File: src/design/crc8fpb_pkg.sv
// Package: frame layout constants, payload types and the CRC-8 byte update.
package crc8fpb_pkg;

    typedef logic [7:0] byte_t;

    localparam int unsigned FRAME_LEN   = 12;
    localparam int unsigned PAYLOAD_LEN = 6;
    localparam int unsigned IDX_W       = 4;
    localparam int unsigned PAY_IDX_W   = 3;

    typedef logic [IDX_W-1:0] idx_t;

    // Fixed frame bytes
    localparam byte_t SYNC_1   = 8'h55;
    localparam byte_t SYNC_2   = 8'hAA;
    localparam byte_t LEN_BYTE = 8'h06;
    localparam byte_t TAIL_1   = 8'h0D;
    localparam byte_t TAIL_2   = 8'h0A;
    localparam byte_t CRC_POLY = 8'h8C;
    localparam byte_t CRC_INIT = 8'h00;

    // Byte positions inside the frame
    localparam idx_t POS_SYNC_2    = 4'd1;
    localparam idx_t POS_LEN       = 4'd2;
    localparam idx_t POS_PAY_FIRST = 4'd3;
    localparam idx_t POS_CRC       = 4'd9;
    localparam idx_t POS_TAIL_1    = 4'd10;
    localparam idx_t POS_TAIL_2    = 4'd11;

    // Six drive bytes, slot 0 is thrust_a
    typedef byte_t [PAYLOAD_LEN-1:0] drive_t;

    // Holding register contents handed to the serializer
    typedef struct packed {
        logic   valid;
        drive_t drive;
    } hold_t;

    // Reflected CRC-8, one byte: eight shift steps
    function automatic byte_t crc8_update(byte_t acc, byte_t data);
        byte_t r;
        r = acc ^ data;
        for (int i = 0; i < 8; i++) begin
            if (r[0])
                r = (r >> 1) ^ CRC_POLY;
            else
                r = r >> 1;
        end
        return r;
    endfunction

endpackage

File: src/design/crc8fpb_if.sv
// Channel interfaces: drive-byte input beat and frame-byte output beat.
interface crc8fpb_drive_if;
    logic       valid;
    logic       ready;
    logic [7:0] thrust_a;
    logic [7:0] thrust_b;
    logic [7:0] thrust_c;
    logic [7:0] thrust_d;
    logic [7:0] thrust_e;
    logic [7:0] thrust_f;

    modport source (output valid, thrust_a, thrust_b, thrust_c, thrust_d,
                    thrust_e, thrust_f, input ready);
    modport sink   (input valid, thrust_a, thrust_b, thrust_c, thrust_d,
                    thrust_e, thrust_f, output ready);
endinterface

interface crc8fpb_frame_if;
    logic       valid;
    logic       ready;
    logic [7:0] frame_byte;
    logic       frame_end;

    modport source (output valid, frame_byte, frame_end, input ready);
    modport sink   (input valid, frame_byte, frame_end, output ready);
endinterface

File: src/design/crc8fpb_in_stage.sv
// Input holding register: takes a drive beat while the serializer is busy.
module crc8fpb_in_stage (
    input  logic                clk,
    input  logic                rst_n,
    crc8fpb_drive_if.sink       drive,
    input  logic                take,
    output crc8fpb_pkg::hold_t  hold
);
    import crc8fpb_pkg::*;

    logic   valid_reg;
    logic   valid_next;
    drive_t drive_reg;
    logic   accept;

    // Free slot, or the slot empties this cycle
    assign drive.ready = !valid_reg || take;
    assign accept      = drive.valid && drive.ready;

    always_comb
    begin
        valid_next = valid_reg;
        if (accept)
            valid_next = 1'b1;
        else if (take)
            valid_next = 1'b0;
    end

    always_ff @(posedge clk or negedge rst_n)
    begin
        if (!rst_n)
            valid_reg <= 1'b0;
        else
            valid_reg <= valid_next;
    end

    always_ff @(posedge clk)
    begin
        if (accept)
        begin
            drive_reg[0] <= drive.thrust_a;
            drive_reg[1] <= drive.thrust_b;
            drive_reg[2] <= drive.thrust_c;
            drive_reg[3] <= drive.thrust_d;
            drive_reg[4] <= drive.thrust_e;
            drive_reg[5] <= drive.thrust_f;
        end
    end

    assign hold.valid = valid_reg;
    assign hold.drive = drive_reg;

endmodule

File: src/design/crc8fpb_serializer.sv
// Frame serializer: byte counter, running CRC and the output register.
module crc8fpb_serializer (
    input  logic                clk,
    input  logic                rst_n,
    input  crc8fpb_pkg::hold_t  hold,
    output logic                take,
    crc8fpb_frame_if.source     frame
);
    import crc8fpb_pkg::*;

    logic   busy_reg;
    idx_t   idx_reg;
    logic   out_valid_reg;
    byte_t  out_byte_reg;
    logic   out_end_reg;
    byte_t  crc_reg;
    drive_t pay_reg;

    logic   advance;
    logic   start;
    logic   emit;
    idx_t   pay_off;
    byte_t  cur_byte;
    logic   last;

    // Output slot moves when empty or taken
    assign advance = !out_valid_reg || frame.ready;
    assign start   = advance && !busy_reg && hold.valid;
    assign emit    = advance && busy_reg;
    assign take    = start;
    assign last    = (idx_reg == POS_TAIL_2);
    assign pay_off = idx_reg - POS_PAY_FIRST;

    // Byte at the current frame position
    always_comb
    begin
        case (idx_reg)
            POS_SYNC_2: cur_byte = SYNC_2;
            POS_LEN:    cur_byte = LEN_BYTE;
            POS_CRC:    cur_byte = crc_reg;
            POS_TAIL_1: cur_byte = TAIL_1;
            POS_TAIL_2: cur_byte = TAIL_2;
            default:    cur_byte = pay_reg[pay_off[PAY_IDX_W-1:0]];
        endcase
    end

    // Control
    always_ff @(posedge clk or negedge rst_n)
    begin
        if (!rst_n)
        begin
            busy_reg      <= 1'b0;
            idx_reg       <= '0;
            out_valid_reg <= 1'b0;
        end
        else if (start)
        begin
            busy_reg      <= 1'b1;
            idx_reg       <= POS_SYNC_2;
            out_valid_reg <= 1'b1;
        end
        else if (emit)
        begin
            out_valid_reg <= 1'b1;
            idx_reg       <= idx_reg + 1'b1;
            if (last)
                busy_reg <= 1'b0;
        end
        else if (advance)
        begin
            out_valid_reg <= 1'b0;
        end
    end

    // Payload, CRC and output data
    always_ff @(posedge clk)
    begin
        if (start)
        begin
            pay_reg      <= hold.drive;
            out_byte_reg <= SYNC_1;
            out_end_reg  <= 1'b0;
            crc_reg      <= crc8_update(CRC_INIT, SYNC_1);
        end
        else if (emit)
        begin
            out_byte_reg <= cur_byte;
            out_end_reg  <= last;
            if (idx_reg < POS_CRC)
                crc_reg <= crc8_update(crc_reg, cur_byte);
        end
    end

    assign frame.valid      = out_valid_reg;
    assign frame.frame_byte = out_byte_reg;
    assign frame.frame_end  = out_end_reg;

endmodule

File: src/design/crc8_framed_packet_builder.sv
// Top level: six drive bytes in, 12-byte CRC-8 framed packet out.
//
// Usage:
//   drive : one beat carries thrust_a..thrust_f (valid/ready).
//   frame : one beat per frame byte, in transmit order: 0x55 0xAA 0x06,
//           the six drive bytes, the CRC-8 (reflected, poly 0x8C, init 0)
//           over the first nine bytes, then 0x0D 0x0A. frame_end is high on
//           the twelfth byte.
// A drive beat accepted while the serializer is idle is registered in the
//   holding register, then its first frame byte in the output register.
// Throughput: one frame byte per cycle while frame.ready is high; the
//   output port is the limit. Frames go out back to back with no gap.
// A one-beat holding register takes the next drive beat while the current
//   frame is still going out, so drive.ready stays high during a frame
//   until that next beat has been taken.
// Reset clears the holding register, the byte counter and the output
//   valid; no partial frame survives reset.
// When frame.ready is low the output byte holds and the frame pauses;
//   drive.ready drops once the holding register is full.
module crc8_framed_packet_builder (
    input  logic             clk,
    input  logic             rst_n,
    crc8fpb_drive_if.sink    drive,
    crc8fpb_frame_if.source  frame
);
    import crc8fpb_pkg::*;

    hold_t hold;
    logic  take;

    crc8fpb_in_stage u_in_stage (
        .clk   (clk),
        .rst_n (rst_n),
        .drive (drive),
        .take  (take),
        .hold  (hold)
    );

    crc8fpb_serializer u_serializer (
        .clk   (clk),
        .rst_n (rst_n),
        .hold  (hold),
        .take  (take),
        .frame (frame)
    );

endmodule

File: src/flat_wrapper.sv
// flat-port wrapper written by rule: the top's interface ports become plain ports
module crc8_framed_packet_builder_flat import crc8fpb_pkg::*;
  (clk, rst_n, drive_valid, drive_thrust_a, drive_thrust_b, drive_thrust_c, drive_thrust_d, drive_thrust_e, drive_thrust_f, drive_ready, frame_valid, frame_frame_byte, frame_frame_end, frame_ready);
  crc8fpb_drive_if drive_i ();
  crc8fpb_frame_if frame_i ();
  input  logic clk;
  input  logic rst_n;
  input wire logic [$bits(drive_i.valid)-1:0] drive_valid;
  input wire logic [$bits(drive_i.thrust_a)-1:0] drive_thrust_a;
  input wire logic [$bits(drive_i.thrust_b)-1:0] drive_thrust_b;
  input wire logic [$bits(drive_i.thrust_c)-1:0] drive_thrust_c;
  input wire logic [$bits(drive_i.thrust_d)-1:0] drive_thrust_d;
  input wire logic [$bits(drive_i.thrust_e)-1:0] drive_thrust_e;
  input wire logic [$bits(drive_i.thrust_f)-1:0] drive_thrust_f;
  output wire logic [$bits(drive_i.ready)-1:0] drive_ready;
  output wire logic [$bits(frame_i.valid)-1:0] frame_valid;
  output wire logic [$bits(frame_i.frame_byte)-1:0] frame_frame_byte;
  output wire logic [$bits(frame_i.frame_end)-1:0] frame_frame_end;
  input wire logic [$bits(frame_i.ready)-1:0] frame_ready;
  assign drive_i.valid = drive_valid;
  assign drive_i.thrust_a = drive_thrust_a;
  assign drive_i.thrust_b = drive_thrust_b;
  assign drive_i.thrust_c = drive_thrust_c;
  assign drive_i.thrust_d = drive_thrust_d;
  assign drive_i.thrust_e = drive_thrust_e;
  assign drive_i.thrust_f = drive_thrust_f;
  assign drive_ready = drive_i.ready;
  assign frame_valid = frame_i.valid;
  assign frame_frame_byte = frame_i.frame_byte;
  assign frame_frame_end = frame_i.frame_end;
  assign frame_i.ready = frame_ready;
  crc8_framed_packet_builder u_core (.clk(clk), .rst_n(rst_n), .drive(drive_i), .frame(frame_i));
endmodule
File: config.mk
export PLATFORM = sky130hd
export DESIGN_NAME = crc8_framed_packet_builder_flat
export DESIGN_NICKNAME = d
export VERILOG_FILES = /design/src/design/crc8fpb_pkg.sv /design/src/design/crc8fpb_if.sv /design/src/design/crc8fpb_in_stage.sv /design/src/design/crc8fpb_serializer.sv /design/src/design/crc8_framed_packet_builder.sv /design/src/flat_wrapper.sv
export SDC_FILE = /design/constraint.sdc
export NUM_CORES = 1
export LEC_CHECK = 0
export BUFFER_PORTS_ARGS = -buffer_cell sky130_fd_sc_hd__clkbuf_2
export CAP_MARGIN = 25
export CORE_MARGIN = 8
export CORE_UTILIZATION = 35
export CTS_CLUSTER_DIAMETER = 40
export DETAILED_ROUTE_END_ITERATION = 10
export GPL_TIMING_DRIVEN = 0
export PLACE_DENSITY = 0.52
export SETUP_SLACK_MARGIN = 0.15
export SYNTH_ARGS = -nofsm -noshare
export SYNTH_HDL_FRONTEND = slang
export SYNTH_SLANG_ARGS = --single-unit
File: constraint.sdc
create_clock -name clk -period 4.6 [get_ports clk]
set_input_delay 0.23 -clock clk [delete_from_list [all_inputs] [get_ports clk]]
set_output_delay 0.23 -clock clk [all_outputs]
set_load 0.02 [all_outputs]
==> metrics <==
Post-DRT Antenna Nets=0; clock-pin slew on the worst setup and hold paths=0.06 ns; CP endpoint kind=flip-flop; share of the synthesized area in the top cell type=between 50% and 60%; Clock Tree Root=clkbuf_16; Slowest cell on crit path=o41ai_2; Worst Path Arrival=4.28 ns; fraction of layout cells with a size suffix above 1=27.2%; RSZ-0062 raised after global routing=false; Peak Freq=250 MHz; critical path peak fanout=10; Die W=134 um; Skew-Pair Late Insertion Delay=~0.42 ns; clock network fraction of design power=28.1%; clock buffer depth=2; H-tree Lvls=4; HPWL after DPL=6830 um; combinational share of power=between 40% and 50%; crit-path leading delay family=compound AO/OA/AOI/OAI gates; global-route wire length before repair=about 16000 um; Worst-Margin Slew=0.729 ns; internal reg-to-reg setup slack=between 0.6 and 0.7 ns; peak supply drop=slightly above 0.4 mV; sw frac=35.9%; most used cell, CP=xor2_2; Setup TNS=0 ns; total CTS buffers=17; Ports=63; P_leak=around 2.5 nW; Worst Path Buf+Inv=4; DRC viols=0; Reg power frac=roughly 29%; number of distinct library cells after synthesis=57; starting density of the core=35.5%; Synth Register Bits=120; top cells by area, synth=edfxtp_1 (59%), dfxtp_1 (7.0%), dfrtp_1 (3.6%); height of the die=134 um; Post-synth EDFFs=96; Iter 0 DRT Violations=between 200 and 250; routed wire length=between 10000 and 15000 um; Rel. slew slack=51.4%; Total GRT Usage=approximately 12%; final cell count without fillers=between 600 and 700; min cycle time layout=approximately 4.0 ns; P&R area growth vs syn=35.4%; internal power=0.00331 W; Largest stage delay, worst path=just under 0.6 ns; antenna violations before repair=1; vias in the first global route=3215; largest net degree at the start of global routing=31; sequential-to-total area share from yosys stat=between 60% and 70%; synthesized net count=373; gp weighted congestion=0.812; CP cell instances=buf_2 > buf_6 > buf_4 > inv_1 > ha_1 > a211oi_2 > nor2_2 > o41ai_2 > mux2i_1 > xor2_2 > xor2_2 > xor2_1 > a21oi_1; power per cell area=779 nW/um^2; final hold vios=0; die area=~18000 um^2; Placement Setup Slack=around 0.62 ns; final instance area=6620 um^2; GR Overflow Total=0; DP Cell Count=~560; fin crit share=between 80% and 90%; FP Rows=43; Final Setup Violations=0; first drt pass iteration count=4; Synth Flop Type=edfxtp_1; routed vias=3037; status=finished clean; clk sink count=120; Syn Inst Count=roughly 320; Req. time, crit path=between 4 and 5 ns; Max-Cap Viols=0; max-slew violations=0; core area=between 10000 and 15000 um^2; fin nets=506; Yosys top cell by area=edfxtp_1; Hold Crit Class=input pin to async pin; synthesized area per cell=about 15 um^2; routed vias/inst=roughly 4.7; Clock Skew=around 0.0082 ns; CTS tree=done; # port buffers=62; startpoint types=flip-flop; Final WS setup=between 0.6 and 0.7 ns; hold_ws=between 0.15 and 0.2 ns; placed cell area=between 5000 and 6000 um^2; cts repair resizes=0; Avg WL per Cell=around 16 um; Yosys Warn Count=0; crit path kind=flip-flop to flip-flop; Mapped Area=4890 um^2; fraction of registers with async set or reset after synthesis=just under 6%; switching power=approximately 0.0019 W
-- cells in the mapped netlist (4+ instances only) --
cell type / instances
a31oi_1: 4
nor2_1: 12
nand2_1: 14
dfxtp_1: 17
mux4_2: 7
edfxtp_1: 96
mux2i_1: 13
clkbuf_1: 8
a21oi_1: 14
dfrtp_1: 7
a211oi_1: 5
xnor2_1: 7
xor2_1: 5
o21ai_0: 21
ha_1: 4
buf_2: 4
nand3_1: 5
nor3_1: 7
nand2b_1: 6
inv_1: 7
-- layout make-up --
| type | instances | area, um^2 |
|---|---|---|
| antenna | 1 | 2.50 |
| buffer | 16 | 85.1 |
| clock buffer | 18 | 429 |
| clock inverter | 14 | 221 |
| fill | 1228 | 7150 |
| inverter | 7 | 26.3 |
| multi-input combinational | 174 | 1390 |
| sequential | 120 | 3400 |
| tap | 180 | 225 |
| timing repair buffer | 114 | 851 |
-- kinds of logic after synthesis --
kind of cell,Yosys count,share of synthesized area (%)
xor gates and xnor gates,18,4.60
and+or+nand+nor,55,5.47
muxes,20,5.88
adders and majority gates,4,1.02
buffers and inverters,23,2.25
AOI/OAI and AO/OA,77,11.3
DFF,120,69.5
-- path summary, 6_finish.rpt --
path / cells after the start / from / end
min in group clk: 4 / frame_ready / u_core.u_serializer.frame.valid
max reg2reg: 13 / u_core.u_serializer.idx_reg[0] / u_core.u_serializer.crc_reg[3]
max in group asynchronous: 2 / rst_n / u_core.u_serializer.idx_reg[3]
min: 2 / rst_n / u_core.u_serializer.frame.valid
max: 13 / u_core.u_serializer.idx_reg[0] / u_core.u_serializer.crc_reg[3]
min reg2reg: 0 / u_core.u_in_stage.hold[44] / u_core.u_serializer.pay_reg[44]
-- cell usage in the layout, fill, tap and decap left out, types with 4 or more instances in the layout --
cell type	instances
edfxtp_1	96
clkbuf_2	63
dlygate4sd3_1	50
o21ai_0	21
clkbuf_16	17
dfxtp_1	17
nand2_1	14
a21oi_1	14
mux2i_1	13
nor2_1	12
clkbuf_1	8
inv_1	7
nor3_1	7
mux4_2	7
xnor2_1	7
dfrtp_1	7
nand2b_1	6
nand3_1	5
a211oi_1	5
xor2_1	5
bufinv_16	5
buf_2	4
a31oi_1	4
ha_1	4
-- power groups by stage --
stage	sequential (W)	combinational (W)	clock, W
6_report	0.00148	0.00223	0.00145
5_1_grt	0.00150	0.00245	0.00154
2_1_floorplan	0.00152	0.00171	0
4_1_cts	0.00148	0.00226	0.00149
3_5_place_dp	0.00150	0.00221	0
3_3_place_gp	0.00150	0.00219	0
-- through the flow --
step	util (%)	total power [W]
after floorplan	-	0.00323
after CTS	48.1	0.00522
after global routing	48.1	0.00549
final	48.1	0.00516
after detailed placement	39.7	0.00371
after global placement	39.4	0.00369
-- worst reg2reg max path, stage by stage, from the launching register on --
cell      delay, ns
dfrtp_1        0.37
buf_2          0.23
buf_6          0.21
buf_4          0.23
inv_1          0.09
ha_1           0.31
a211oi_2       0.48
nor2_2         0.17
o41ai_2        0.58
mux2i_1        0.43
xor2_2         0.27
xor2_2         0.25
xor2_1         0.17
a21oi_1        0.08
-- routing by layer --
| metal | part of all wire [%] | wire length (um) | global-route usage, % |
|---|---|---|---|
| met2 | 47 | 4730 | 18.3 |
| met3 | 5.8 | 581 | 5.16 |
| met4 | 2.4 | 239 | 5.86 |
| met1 | 45 | 4480 | 14.4 |
| met5 | 0 | 0 | 0 |
-- timing repair --
| action | in CTS | in global routing |
|---|---|---|
| buffers inserted | 0 | 0 |
| hold endpoints to repair | 56 | 0 |
| hold buffers | 50 | 0 |
Note: power is estimated with default switching activity, not from simulation.
